$ cat src/hdl/tet_pkg.sv
// Shared types, constants and the sine table for the trapezoid edge table.
`timescale 1ns / 1ps

package tet_pkg;

    // Rows at or above this count give an empty span.
    localparam int ROW_COUNT = 225;
    localparam logic [8:0] ROW_LIMIT = 9'(ROW_COUNT);

    localparam int ANGLE_W = 9;
    localparam int COORD_W = 16;
    localparam int SLOPE_W = 32;
    localparam int PIX_W   = 8;

    // Restoring division: one quotient bit per cycle for a 31-bit dividend.
    localparam int DIV_STEPS = 31;

    localparam logic [SLOPE_W-1:0] SLOPE_INF = 32'h8000_0000;

    // Register indexes on the configuration port (byte address / 4).
    typedef enum logic [2:0] {
        REG_ANGLE_LEFT  = 3'd0,
        REG_ANGLE_RIGHT = 3'd1,
        REG_Y_TOP       = 3'd2,
        REG_Y_APEX      = 3'd3,
        REG_X_BASE      = 3'd4,
        REG_X_APEX      = 3'd5,
        REG_SPAN_WIDTH  = 3'd6
    } reg_idx_t;

    // Quarter-wave sine magnitudes, entries 0..128, Q15.
    typedef logic [14:0] sin_half_t [0:128];

    localparam logic [63:0] PI_Q60 = 64'h3243_F6A8_885A_308D;

    typedef logic [63:0] taylor_div_t [0:9];
    localparam taylor_div_t TAYLOR_DIV = '{
        64'd6, 64'd20, 64'd42, 64'd72, 64'd110,
        64'd156, 64'd210, 64'd272, 64'd342, 64'd420
    };

    // (a*b) >> 60 in Q60 fixed point, built from 32-bit partial products.
    function automatic logic [63:0] mul_q60(logic [63:0] a, logic [63:0] b);
        logic [63:0] al;
        logic [63:0] ah;
        logic [63:0] bl;
        logic [63:0] bh;
        logic [63:0] ll;
        logic [63:0] lh;
        logic [63:0] hl;
        logic [63:0] hh;
        logic [63:0] mid;
        logic [63:0] hi;
        logic [63:0] lo;
        al  = {32'd0, a[31:0]};
        ah  = {32'd0, a[63:32]};
        bl  = {32'd0, b[31:0]};
        bh  = {32'd0, b[63:32]};
        ll  = al * bl;
        lh  = al * bh;
        hl  = ah * bl;
        hh  = ah * bh;
        mid = {32'd0, ll[63:32]} + {32'd0, lh[31:0]} + {32'd0, hl[31:0]};
        hi  = hh + {32'd0, lh[63:32]} + {32'd0, hl[63:32]} + {32'd0, mid[63:32]};
        lo  = {mid[31:0], ll[31:0]};
        return {hi[59:0], lo[63:60]};
    endfunction

    // sin(i*pi/256)*32768 truncated and limited to 32767, by a Taylor series.
    function automatic logic [14:0] sine_entry(logic [7:0] i);
        logic [63:0] x;
        logic [63:0] x2;
        logic [63:0] term;
        logic [63:0] sum;
        x    = (PI_Q60 >> 8) * {56'd0, i};
        x2   = mul_q60(x, x);
        term = x;
        sum  = x;
        for (int k = 0; k < 10; k++)
        begin
            term = mul_q60(term, x2) / TAYLOR_DIV[k];
            if (k % 2 == 0)
            begin
                sum = sum - term;
            end
            else
            begin
                sum = sum + term;
            end
        end
        sum = sum >> 45;
        return (sum > 64'd32767) ? 15'h7FFF : sum[14:0];
    endfunction

    function automatic sin_half_t build_sin_half();
        sin_half_t tab;
        for (int i = 0; i <= 128; i++)
        begin
            tab[i] = sine_entry(8'(i));
        end
        return tab;
    endfunction

    localparam sin_half_t SIN_HALF = build_sin_half();

    // Full-circle Q15 sine; the second half is the negated first half.
    function automatic logic signed [15:0] sine_q15(logic [ANGLE_W-1:0] a);
        logic [8:0]  folded;
        logic [15:0] mag;
        folded = (a[7:0] <= 8'd128) ? {1'b0, a[7:0]} : (9'd256 - {1'b0, a[7:0]});
        mag    = {1'b0, SIN_HALF[folded[7:0]]};
        return a[8] ? -$signed(mag) : $signed(mag);
    endfunction

endpackage

$ cat src/hdl/tet_slope_div.sv
// Serial slope unit: sine * 65536 / cosine for one angle, one bit per cycle.
`timescale 1ns / 1ps

module tet_slope_div (
    input  logic                            clk,
    input  logic                            rst_n,
    input  logic                            load,
    input  logic [tet_pkg::ANGLE_W-1:0]     angle,
    output logic                            busy,
    output logic [tet_pkg::SLOPE_W-1:0]     slope
);
    import tet_pkg::*;

    localparam int CNT_W = $clog2(DIV_STEPS + 1);

    logic                    busy_reg;
    logic                    busy_next;
    logic [CNT_W-1:0]        count_reg;
    logic [CNT_W-1:0]        count_next;
    logic [SLOPE_W-1:0]      slope_reg;
    logic [SLOPE_W-1:0]      slope_next;
    logic                    neg_reg;
    logic                    zero_reg;
    logic [14:0]             den_reg;
    logic [14:0]             rem_reg;
    logic [14:0]             rem_next;
    logic [DIV_STEPS-1:0]    quo_reg;
    logic [DIV_STEPS-1:0]    quo_next;

    logic signed [15:0]      sin_val;
    logic signed [15:0]      cos_val;
    logic [15:0]             sin_abs;
    logic [15:0]             cos_abs;
    logic [15:0]             partial;
    logic [15:0]             diff;
    logic                    fits;

    always_comb
    begin
        sin_val = sine_q15(angle);
        cos_val = sine_q15(angle + 9'd128);
        sin_abs = sin_val[15] ? 16'(-sin_val) : 16'(sin_val);
        cos_abs = cos_val[15] ? 16'(-cos_val) : 16'(cos_val);
    end

    // One restoring step: shift in the next dividend bit and try the subtract.
    always_comb
    begin
        partial  = {rem_reg, quo_reg[DIV_STEPS-1]};
        diff     = partial - {1'b0, den_reg};
        fits     = partial >= {1'b0, den_reg};
        rem_next = fits ? diff[14:0] : partial[14:0];
        quo_next = {quo_reg[DIV_STEPS-2:0], fits};
    end

    always_comb
    begin
        busy_next  = busy_reg;
        count_next = count_reg;
        slope_next = slope_reg;
        if (load)
        begin
            busy_next  = 1'b1;
            count_next = CNT_W'(DIV_STEPS);
        end
        else if (busy_reg)
        begin
            count_next = count_reg - CNT_W'(1);
            if (count_reg == CNT_W'(1))
            begin
                busy_next = 1'b0;
                if (zero_reg)
                begin
                    slope_next = SLOPE_INF;
                end
                else if (neg_reg)
                begin
                    slope_next = -{1'b0, quo_next};
                end
                else
                begin
                    slope_next = {1'b0, quo_next};
                end
            end
        end
    end

    always_ff @(posedge clk or negedge rst_n)
    begin
        if (!rst_n)
        begin
            busy_reg  <= 1'b0;
            count_reg <= '0;
            slope_reg <= '0;
        end
        else
        begin
            busy_reg  <= busy_next;
            count_reg <= count_next;
            slope_reg <= slope_next;
        end
    end

    always_ff @(posedge clk)
    begin
        if (load)
        begin
            neg_reg  <= sin_val[15] ^ cos_val[15];
            zero_reg <= (cos_val == 16'sd0);
            den_reg  <= cos_abs[14:0];
            rem_reg  <= '0;
            quo_reg  <= {sin_abs[14:0], 16'd0};
        end
        else if (busy_reg)
        begin
            rem_reg <= rem_next;
            quo_reg <= quo_next;
        end
    end

    assign busy  = busy_reg;
    assign slope = slope_reg;

`ifndef SYNTHESIS
    a_load_starts: assert property (@(posedge clk) disable iff (!rst_n)
        load |=> busy_reg && (count_reg == CNT_W'(DIV_STEPS)))
        else $error("slope unit did not start after load");

    a_slope_held: assert property (@(posedge clk) disable iff (!rst_n)
        !busy_reg && !load |=> $stable(slope_reg))
        else $error("slope changed while the unit was idle");
`endif

endmodule

$ cat src/hdl/trapezoid_edge_table.sv
// Top level of the trapezoid edge table: registers, slope units, span pipeline.
`timescale 1ns / 1ps

//  Channel   Signals                                  Direction  Handshake
//  config    psel penable pwrite paddr pwdata prdata  in/out     APB, pready tied high
//  request   start row                                in         start & !busy
//  result    done left_edge right_edge                out        done, one cycle
//
//  A request passes through the four register stages of the span pipeline on its way to
//  its result strobe; one request may enter every cycle while busy is low.
//  A write to either angle register recomputes that edge's slope in a serial divider;
//  busy is high meanwhile and no request is accepted.
//  Reset clears all configuration registers and both slopes to zero, which is the exact
//  slope of the reset angles, so no computation pass follows reset.
//  The receiver cannot stall, so the pipeline never holds.

module trapezoid_edge_table (
    input  logic                          clk,
    input  logic                          rst_n,
    input  logic                          psel,
    input  logic                          penable,
    input  logic                          pwrite,
    input  logic [4:0]                    paddr,
    input  logic [31:0]                   pwdata,
    output logic [31:0]                   prdata,
    output logic                          pready,
    input  logic                          start,
    input  logic [7:0]                    row,
    output logic                          busy,
    output logic                          done,
    output logic [tet_pkg::PIX_W-1:0]     left_edge,
    output logic [tet_pkg::PIX_W-1:0]     right_edge
);
    import tet_pkg::*;

    // Configuration registers.
    logic [ANGLE_W-1:0] angle_left_reg;
    logic [ANGLE_W-1:0] angle_right_reg;
    logic [COORD_W-1:0] y_top_reg;
    logic [COORD_W-1:0] y_apex_reg;
    logic [COORD_W-1:0] x_base_reg;
    logic [COORD_W-1:0] x_apex_reg;
    logic [COORD_W-1:0] span_width_reg;

    logic     cfg_write;
    reg_idx_t cfg_idx;
    logic     load_left;
    logic     load_right;
    logic     busy_left;
    logic     busy_right;
    logic [SLOPE_W-1:0] slope_left;
    logic [SLOPE_W-1:0] slope_right;
    logic     accept;

    // Pipeline stage registers.
    logic               v1_reg;
    logic               empty1_reg;
    logic [14:0]        y1_reg;
    logic               v2_reg;
    logic               empty2_reg;
    logic [15:0]        pl2_reg;
    logic [15:0]        pr2_reg;
    logic               v3_reg;
    logic               empty3_reg;
    logic [15:0]        l3_reg;
    logic [15:0]        r3_reg;
    logic               done_reg;
    logic [PIX_W-1:0]   left_reg;
    logic [PIX_W-1:0]   right_reg;

    logic [15:0]        y_sum;
    logic               empty1_next;
    logic [46:0]        prod_left;
    logic [46:0]        prod_right;
    logic [15:0]        offset;
    logic [15:0]        l3_next;
    logic [15:0]        r3_next;
    logic               l_neg;
    logic               r_neg;
    logic               l_big;
    logic               r_big;
    logic [PIX_W-1:0]   left_next;
    logic [PIX_W-1:0]   right_next;

    // The configuration port: every write completes in its access cycle.
    assign pready    = 1'b1;
    assign cfg_write = psel && penable && pwrite;
    assign cfg_idx   = reg_idx_t'(paddr[4:2]);

    always_ff @(posedge clk or negedge rst_n)
    begin
        if (!rst_n)
        begin
            angle_left_reg  <= '0;
            angle_right_reg <= '0;
            y_top_reg       <= '0;
            y_apex_reg      <= '0;
            x_base_reg      <= '0;
            x_apex_reg      <= '0;
            span_width_reg  <= '0;
        end
        else if (cfg_write)
        begin
            unique case (cfg_idx)
                REG_ANGLE_LEFT:  angle_left_reg  <= pwdata[ANGLE_W-1:0];
                REG_ANGLE_RIGHT: angle_right_reg <= pwdata[ANGLE_W-1:0];
                REG_Y_TOP:       y_top_reg       <= pwdata[COORD_W-1:0];
                REG_Y_APEX:      y_apex_reg      <= pwdata[COORD_W-1:0];
                REG_X_BASE:      x_base_reg      <= pwdata[COORD_W-1:0];
                REG_X_APEX:      x_apex_reg      <= pwdata[COORD_W-1:0];
                REG_SPAN_WIDTH:  span_width_reg  <= pwdata[COORD_W-1:0];
                default:         ;
            endcase
        end
    end

    always_comb
    begin
        unique case (cfg_idx)
            REG_ANGLE_LEFT:  prdata = {23'd0, angle_left_reg};
            REG_ANGLE_RIGHT: prdata = {23'd0, angle_right_reg};
            REG_Y_TOP:       prdata = {16'd0, y_top_reg};
            REG_Y_APEX:      prdata = {16'd0, y_apex_reg};
            REG_X_BASE:      prdata = {16'd0, x_base_reg};
            REG_X_APEX:      prdata = {16'd0, x_apex_reg};
            REG_SPAN_WIDTH:  prdata = {16'd0, span_width_reg};
            default:         prdata = '0;
        endcase
    end

    // Each angle has its own slope unit, loaded straight from the write data so
    // that the division starts in the cycle of the write.
    assign load_left  = cfg_write && (cfg_idx == REG_ANGLE_LEFT);
    assign load_right = cfg_write && (cfg_idx == REG_ANGLE_RIGHT);

    tet_slope_div u_slope_left (
        .clk   (clk),
        .rst_n (rst_n),
        .load  (load_left),
        .angle (pwdata[ANGLE_W-1:0]),
        .busy  (busy_left),
        .slope (slope_left)
    );

    tet_slope_div u_slope_right (
        .clk   (clk),
        .rst_n (rst_n),
        .load  (load_right),
        .angle (pwdata[ANGLE_W-1:0]),
        .busy  (busy_right),
        .slope (slope_right)
    );

    assign busy   = busy_left || busy_right;
    assign accept = start && !busy;

    // Stage 1: the row's y and the empty-row test. A row past the table or a
    // negative y gives the empty span.
    always_comb
    begin
        y_sum       = y_top_reg - y_apex_reg + {8'd0, row};
        empty1_next = ({1'b0, row} >= ROW_LIMIT) || y_sum[15];
    end

    // Stage 2: slope times y. Only bits 31:16 of the wrapped product matter.
    always_comb
    begin
        prod_left  = {15'd0, slope_left}  * {32'd0, y1_reg};
        prod_right = {15'd0, slope_right} * {32'd0, y1_reg};
    end

    // Stage 3: add the horizontal offset; the right edge also gets the width.
    always_comb
    begin
        offset  = x_base_reg - x_apex_reg;
        l3_next = pl2_reg + offset;
        r3_next = pr2_reg + offset + span_width_reg;
    end

    // Stage 4: clamp both edges to the screen. An empty row or both edges left of
    // the screen give the empty span; both right of it give the one-pixel-short
    // span at the right border.
    always_comb
    begin
        l_neg = l3_reg[15];
        r_neg = r3_reg[15];
        l_big = !l3_reg[15] && (l3_reg[14:8] != 7'd0);
        r_big = !r3_reg[15] && (r3_reg[14:8] != 7'd0);
        if (empty3_reg || (l_neg && r_neg))
        begin
            left_next  = 8'd1;
            right_next = 8'd0;
        end
        else if (l_big && r_big)
        begin
            left_next  = 8'd255;
            right_next = 8'd254;
        end
        else
        begin
            left_next  = l_neg ? 8'd0 : (l_big ? 8'd255 : l3_reg[7:0]);
            right_next = r_neg ? 8'd0 : (r_big ? 8'd255 : r3_reg[7:0]);
        end
    end

    always_ff @(posedge clk or negedge rst_n)
    begin
        if (!rst_n)
        begin
            v1_reg   <= 1'b0;
            v2_reg   <= 1'b0;
            v3_reg   <= 1'b0;
            done_reg <= 1'b0;
        end
        else
        begin
            v1_reg   <= accept;
            v2_reg   <= v1_reg;
            v3_reg   <= v2_reg;
            done_reg <= v3_reg;
        end
    end

    always_ff @(posedge clk)
    begin
        empty1_reg <= empty1_next;
        y1_reg     <= y_sum[14:0];
        empty2_reg <= empty1_reg;
        pl2_reg    <= prod_left[31:16];
        pr2_reg    <= prod_right[31:16];
        empty3_reg <= empty2_reg;
        l3_reg     <= l3_next;
        r3_reg     <= r3_next;
        left_reg   <= left_next;
        right_reg  <= right_next;
    end

    assign done       = done_reg;
    assign left_edge  = left_reg;
    assign right_edge = right_reg;

`ifndef SYNTHESIS
    a_fixed_latency: assert property (@(posedge clk) disable iff (!rst_n)
        accept |-> ##4 done)
        else $error("request did not produce a result four cycles later");

    a_no_spurious_result: assert property (@(posedge clk) disable iff (!rst_n)
        done |-> $past(accept, 4))
        else $error("result without a matching request");

    a_busy_from_angle_write: assert property (@(posedge clk) disable iff (!rst_n)
        $rose(busy) |-> $past(load_left || load_right))
        else $error("busy rose without an angle write");

    a_empty_span_shape: assert property (@(posedge clk) disable iff (!rst_n)
        v3_reg && empty3_reg |=> done && (left_edge == 8'd1) && (right_edge == 8'd0))
        else $error("empty row did not give the empty span");
`endif

endmodule

$ cat config.mk
export PLATFORM = sky130hd
export DESIGN_NAME = trapezoid_edge_table
export DESIGN_NICKNAME = d
export VERILOG_FILES = /design/src/hdl/tet_pkg.sv /design/src/hdl/tet_slope_div.sv /design/src/hdl/trapezoid_edge_table.sv
export SDC_FILE = /design/constraint.sdc
export NUM_CORES = 2
export LEC_CHECK = 0
export ABC_AREA = 1
export BUFFER_PORTS_ARGS = -buffer_cell sky130_fd_sc_hd__buf_2
export CORE_MARGIN = 2
export CORE_UTILIZATION = 42
export DETAILED_ROUTE_END_ITERATION = 16
export GPL_TIMING_DRIVEN = 0
export PLACE_DENSITY = 0.62
export SETUP_SLACK_MARGIN = 0.02
export SYNTH_ARGS = -nofsm -noshare
export SYNTH_HDL_FRONTEND = slang
export SYNTH_HIERARCHICAL = 1
export SYNTH_SLANG_ARGS = --single-unit
$ cat constraint.sdc
create_clock -name clk -period 10.18 [get_ports clk]
set_input_delay 1.018 -clock clk [delete_from_list [all_inputs] [get_ports clk]]
set_output_delay 1.018 -clock clk [all_outputs]
set_load 0.05 [all_outputs]
After elaboration in Yosys (flattened, before gate mapping)
Memory sizes are Yosys's and may differ from the RTL's. Index checks and enable logic that the tools add are counted.

$lt $le $gt $ge: 7. Divide/modulo/power cells: 0. Shift-type cells: 0. Multiplexer cells: 37. Equality and inequality tests: 8. Bitwise logic cells: 5. Add/sub/neg operators: 19. Reduce and logical (&&, ||, !) cells: 32. $mul: 2.

Operators with widths (number): two-way mux 32 bit (4); two-way mux 31 bit (4); two-way mux 15 bit (8); case mux 16 bit (7 select lines) (1); multiplier 32 x 15 -> 32 bit (2); two-way mux 8 bit (8); negation 31 -> 32 bit (2); adder 16 bit (3); >= comparator 16 x 15 -> 1 bit (2); two-way mux 16 bit (2); negation 15 -> 16 bit (2); subtractor 16 bit (2); negation 15 bit (2); subtractor 15 bit (2); two-way mux 5 bit (4); >= comparator 9 bit, second input constant (2); NOT 8 -> 9 bit (2); adder 16 x 8 -> 16 bit (1); less-or-equal comparator 8 bit, second input constant (2); logical NOT 16 bit (1); subtractor 1 x 8 -> 8 bit, first input constant (2); AND reduction 2 bit (7); nonzero test 7 bit (2); equality test 5 x 1 -> 1 bit, second input constant (2); 17 further kinds (41).

Word-level logic and storage cells: 153. Input bits: 51. Latch bits: 0. Memories: 2. Register bits: 402. ROM bits: 7680. Output and inout bits: 51. RAM bits: 0.

Memory list: (no name shown) (words 256, width 15, read ports 1, clocked after Yosys merged registers in 0, wr ports 0, RTL line tet_pkg.sv:111) `mag = {1'b0, SIN_HALF[folded[7:0]]};`; (no name shown) (words 256, width 15, read ports 1, clocked after Yosys merged registers in 0, wr ports 0, RTL line tet_pkg.sv:111).

Depth between registers and ports, before layout
Word-level depth: 11. Mapped depth: 37.

By module
Netlist, hierarchy kept.

Modules (own cells, without submodules): trapezoid_edge_table (area each 33259.4 µm², instances 1, cells an instance 4346, sequential area each 4514.3 µm²); tet_slope_div at u_slope_left (area each 12640.9 µm², instances 1, cells an instance 2129, sequential area each 2532.4 µm²); tet_slope_div at u_slope_right (area each 12469.5 µm², instances 1, cells an instance 2113, sequential area each 2532.4 µm²).

Worst setup path before layout
Ideal clock, no wire load.

Kind: input -> register. From: in pwdata[0]. To: reg u_slope_left.quo_reg[30] (data pin). Setup slack: 4.598 ns. Arrival time: 5.329 ns. Stages: 32. Cell sequence: inv_2 buf_1 ha_1 nand2_1 nor2_2 nand2_8 nand3_2 nand2_4 buf_6 ha_1 or2_2 nand2_1 nand2_1 nor2_1 nor2_1 nand2_1 nand2_1 nor2_1 nor2_2 inv_1 ha_1 o21ai_1 ha_1 inv_1 nor2_1 nand2_1 nor2_4 nand3_2 nand2_1 nand3_1 nand3_1 nand2_1.

Word-level cells in the longest chain between the ends: 11. Elaborated cells between the ends (all ways): 12. Classes of those cells: 3 x add/sub; 1 x order compare; 6 x mux; 1 x bitwise; 1 x memory.

RTL lines: start: declaration (RTL line trapezoid_edge_table.sv:24) `input logic [31:0] pwdata,`; subtractor 1 x 8 -> 8 bit or less-or-equal comparator 8 bit (tied branches) (RTL line tet_pkg.sv:110) `folded = (a[7:0] <= 8'd128) ? {1'b0, a[7:0]} : (9'd256 - {1'b0, a[7:0]});`; two-way mux 8 bit (*) (RTL line tet_pkg.sv:110); NOT 8 -> 9 bit (not written as such) (*) (RTL line tet_pkg.sv:111); memory (256 x 15 bit) (*); two-way mux 15 bit (not written as such) (*) (2 in a row) (RTL line tet_pkg.sv:111); negation 15 -> 16 bit (RTL line tet_pkg.sv:112) `return a[8] ? -$signed(mag) : $signed(mag);`; two-way mux 16 bit (*) (RTL line tet_pkg.sv:112); negation 15 bit (RTL line tet_slope_div.sv:42) `sin_abs = sin_val[15] ? 16'(-sin_val) : 16'(sin_val);`; two-way mux 15 bit (*) (RTL line tet_slope_div.sv:42); two-way mux 31 bit (*) (RTL line tet_slope_div.sv:106) `if (load)`; end signal: assignment (RTL line tet_slope_div.sv:112) `quo_reg <= {sin_abs[14:0], 16'd0};`; end signal: assignment (RTL line tet_slope_div.sv:117) `quo_reg <= quo_next;`; end: declaration (RTL line tet_slope_div.sv:27) `logic [DIV_STEPS-1:0] quo_reg;`.

Mark *: on every way between the ends. The rest lies on a longest branch, timed or not. The select of a mux whose other input is x is not followed. A chain may end at the register's enable or synchronous reset.

Final worst setup path
From: reg y1_reg[8]. To: reg pr2_reg[14].

Word-level cells in the longest chain between the ends: 1.

RTL lines: start: declaration (RTL line trapezoid_edge_table.sv:58) `logic [14:0] y1_reg;`; start signal: assignment (RTL line trapezoid_edge_table.sv:227) `y1_reg <= y_sum[14:0];`; multiplier 32 x 15 -> 32 bit (RTL line trapezoid_edge_table.sv:169) `prod_right = {15'd0, slope_right} * {32'd0, y1_reg};`; net prod_right[30] (RTL line trapezoid_edge_table.sv:74) `logic [46:0] prod_right;`; end signal: assignment (RTL line trapezoid_edge_table.sv:230) `pr2_reg <= prod_right[31:16];`; end: declaration (RTL line trapezoid_edge_table.sv:62) `logic [15:0] pr2_reg;`.

The timed path passes the listed nets, and every way through them passes these cells.

==> qor.csv <==
stage;metric;value;unit
global_routing;grtUsageTotal;30.61;%
routing;num_vias;57110;
clocking;cts_setup_buffers;0;
routing;routed_wl;220100;um
hold_path;hold_path_class;reg -> reg;
clocking;path_clk_slew;60;ps
setup_path;crit_path_end_kind;flip-flop;
placed_design;place_area;61030;um^2
clocking;cts-resized-gates;0;
job;maxCapViolCount;0;
sta;clock_skew;22.60;ps
setup_path;r2r_start;y1_reg[8]$_DFF_P_;
outcome;status;complete, no violations;
setup_path;critPathMostFrequentCell;fa_1;
power;power;10.22;mW
synthesis;syn_inst;8588;
placed_design;gp_congestion;1.006;
routing;first_pass_iters;8;
synthesis;synth_area;58370;um^2
sta;fin_hold_ws;329.5;ps
routing;ant_nets;0;
sta;finalCriticalPeriod;7573;ps
routing;first_iter_violations;5530;
clocking;clk_latency;610;ps
sta;rsz0062_at_grt;no;
clocking;cts_tree;done;
synthesis;synth.most_common_cell;nand2_1;
sta;hold_violations;0;
power;ir_drop;134.6;uV
sta;clock.fmax;0.1320;GHz
cells_and_area;drive_gt1_share;6.989;%
placed_design;dp.final_hpwl;175100;um
global_routing;grt_antenna_before_repair;1;
synthesis;yosysSeqAreaShare;16.41;%
floorplan;pin_count;102;
setup_path;crit_type;reg -> reg;
sta;finalMaxSlewViolations;0;
hold_path;hold_path.startpoint;empty1_reg$_DFF_P_;
routing;drc;0;
sta;finalCritPeriodShare;74.39;%
sta;worstMarginPinSlew;1408;ps
global_routing;grt_max_degree;104;
cells_and_area;antenna_cells;0;
global_routing;grt-ovfl-total;0;
clocking;cts_buffer_depth;3;
cells_and_area;area_delta_synth_final;7.372;%
setup_path;rr_endpoint;pr2_reg[14]$_DFF_P_;
floorplan;initial_core_util;42.40;%
clocking;postCtsHoldBufs;0;
clocking;cts.sinks;402;
setup_path;critPathTopFamily;adder cells;
hold_path;hold_depth;0;
cells_and_area;design_area;62670;um^2
sta;setup-tns-final;0;ps
synthesis;synth.largest_area_cell;fa_1;
setup_path;critPathMaxFanout;10;
placed_design;pre_cts_slack;2392;ps
routing;routedWlPerCell;20.86;um
setup_path;critPathMaxStageDelay;760;ps
sta;max_slew_margin;6.166;%
routing;via_per_inst;5.414;
synthesis;synth_ff_type;dfrtp_1;
global_routing;grt_pass1_wl;334300;um
synthesis;ys_top_cells_by_count;nand2_1 (2529), inv_1 (1683), nand3_1 (634), fa_1 (604), nor2_1 (447);
setup_path;r2r_slack;2610;ps
hold_path;whs_endpoint;empty2_reg$_DFF_P_;
clocking;clock-root-buffer;clkbuf_16;
floorplan;die_area;142000;um^2
floorplan;std_cell_rows;136;
synthesis;synth.area.top_cells;fa_1 (21%), nand2_1 (16%), inv_1 (11%), dfrtp_1 (7.6%), ha_1 (6.5%);
setup_path;crit_slowest_cell;clkbuf_1;
placed_design;io_buffers;65;
clocking;numCtsBuffers;47;
synthesis;async_flop_share;44.28;%
cells_and_area;fillers;14430;
power;pwr_density_cell;163.0;nW/um^2
setup_path;cp_data_required_time;10620;ps
cells_and_area;fin_nets;9674;
synthesis;synthDistinctLibCells;80;
setup_path;reg2reg_depth;20;
setup_path;critPathArrivalTime;8020;ps
power;p_leak;34.56;nW
clocking;htreeDepth;2;
sta;setup_ws;2607;ps
synthesis;synth_edf_count;64;
sta;setup_violations;0;
floorplan;core;137700;um^2
global_routing;grt_pass1_vias;55710;
setup_path;crit_chain;clkbuf_1, buf_1, nand2_1, fa_1, fa_1, inv_1, fa_1, fa_1, fa_1, inv_1, fa_1, inv_1, ha_1, nand2_1, nor2_1, inv_1, nor4_1, nand3_1, nand3_1, nand2_1;
synthesis;post_synth.cell_area_avg;6.797;um^2
setup_path;path_buf_inv;6;
floorplan;fp.dieH;376.8;um
synthesis;synthDominantCellAreaShare;20.72;%
setup_path;critPathLaunchType;flip-flop;
synthesis;synth-seq-cells;402;
floorplan;die_x;376.8;um
synthesis;ys_warn_count;6;
power breakdown:
| group | internal, mW | switching [mW] |
|---|---|---|
| clock network | 1.04 | 0.723 |
| registers | 2.14 | 0.356 |
| logic | 1.71 | 4.25 |
| total | 4.89 | 5.33 |
worst reg2reg max path, stage by stage, from the launching register on:
cell and delay [ps]:
dfxtp_1 690, clkbuf_1 760, buf_1 770, nand2_1 150, fa_1 490, fa_1 520
inv_1 60, fa_1 560, fa_1 430, fa_1 520, inv_1 90, fa_1 530
inv_1 60, ha_1 380, nand2_1 140, nor2_1 270, inv_1 100, nor4_1 400
nand3_1 210, nand3_1 120, nand2_1 160
how the worst max path moves through the flow:
stage / to / slack (ps) / startpoint / cells past startpoint
2_1_floorplan: u_slope_left/quo_reg[30]$_DFFE_PP_ / 4600 / pwdata[0] / 32
3_3_place_gp: u_slope_left/quo_reg[30]$_DFFE_PP_ / 1650 / pwdata[0] / 31
3_5_place_dp: u_slope_left/quo_reg[30]$_DFFE_PP_ / 2390 / pwdata[0] / 32
4_1_cts: pr2_reg[15]$_DFF_P_ / 2700 / y1_reg[3]$_DFF_P_ / 23
5_1_grt: pr2_reg[14]$_DFF_P_ / 2440 / y1_reg[8]$_DFF_P_ / 20
6_report: pr2_reg[14]$_DFF_P_ / 2610 / y1_reg[8]$_DFF_P_ / 20
placed cells by master, fill, tap and decap left out, types with 140 or more instances in the layout:
cell type and instances:
nand3_1 634, clkbuf_1 149, buf_2 140, nor2_1 447
a21oi_1 355, nand2_1 2529, fa_1 604, o21ai_0 366
inv_1 1683, ha_1 301, dfrtp_1 178, dfxtp_1 160
stage by stage:
stage,cells,utilization (%)
after global placement,10460,44.31
after floorplan,8603,-
after CTS,10550,45.53
after detailed placement,10460,44.34
final,10550,45.53
after global routing,10550,45.53
logic make-up after synthesis:
kind of cell    after synthesis  share of synthesized area, %
compound gates             1030                         9.955
xor+xnor                    163                         2.508
fa+ha+maj                   905                         27.17
buf+inv                    2065                         14.29
flops                       402                         16.41
other cells                   2                       0.01287
simple gates               4021                         29.65
routing by layer:
layer	vias up	wire length (um)	GRT usage, %
met3	444	17710	4.431
met5	-	0	0
met2	2432	97880	48.16
li1	26690	-	-
met1	27550	94550	41.99
met4	0	9931	12.91
area by class of cell:
class                           instances  area [um^2]  area share (%)
Multi-Input combinational cell       6136        40500           64.63
Buffer                                341         1859           2.967
Clock buffer                           62         1344           2.144
Clock inverter                         25        292.8          0.4672
Sequential cell                       402         9579           15.28
Timing Repair Buffer                   66        362.8          0.5790
Inverter                             1724         6486           10.35
Tap cell                             1794         2245           3.582
No activity file was read; power rests on OpenSTA's default activity.
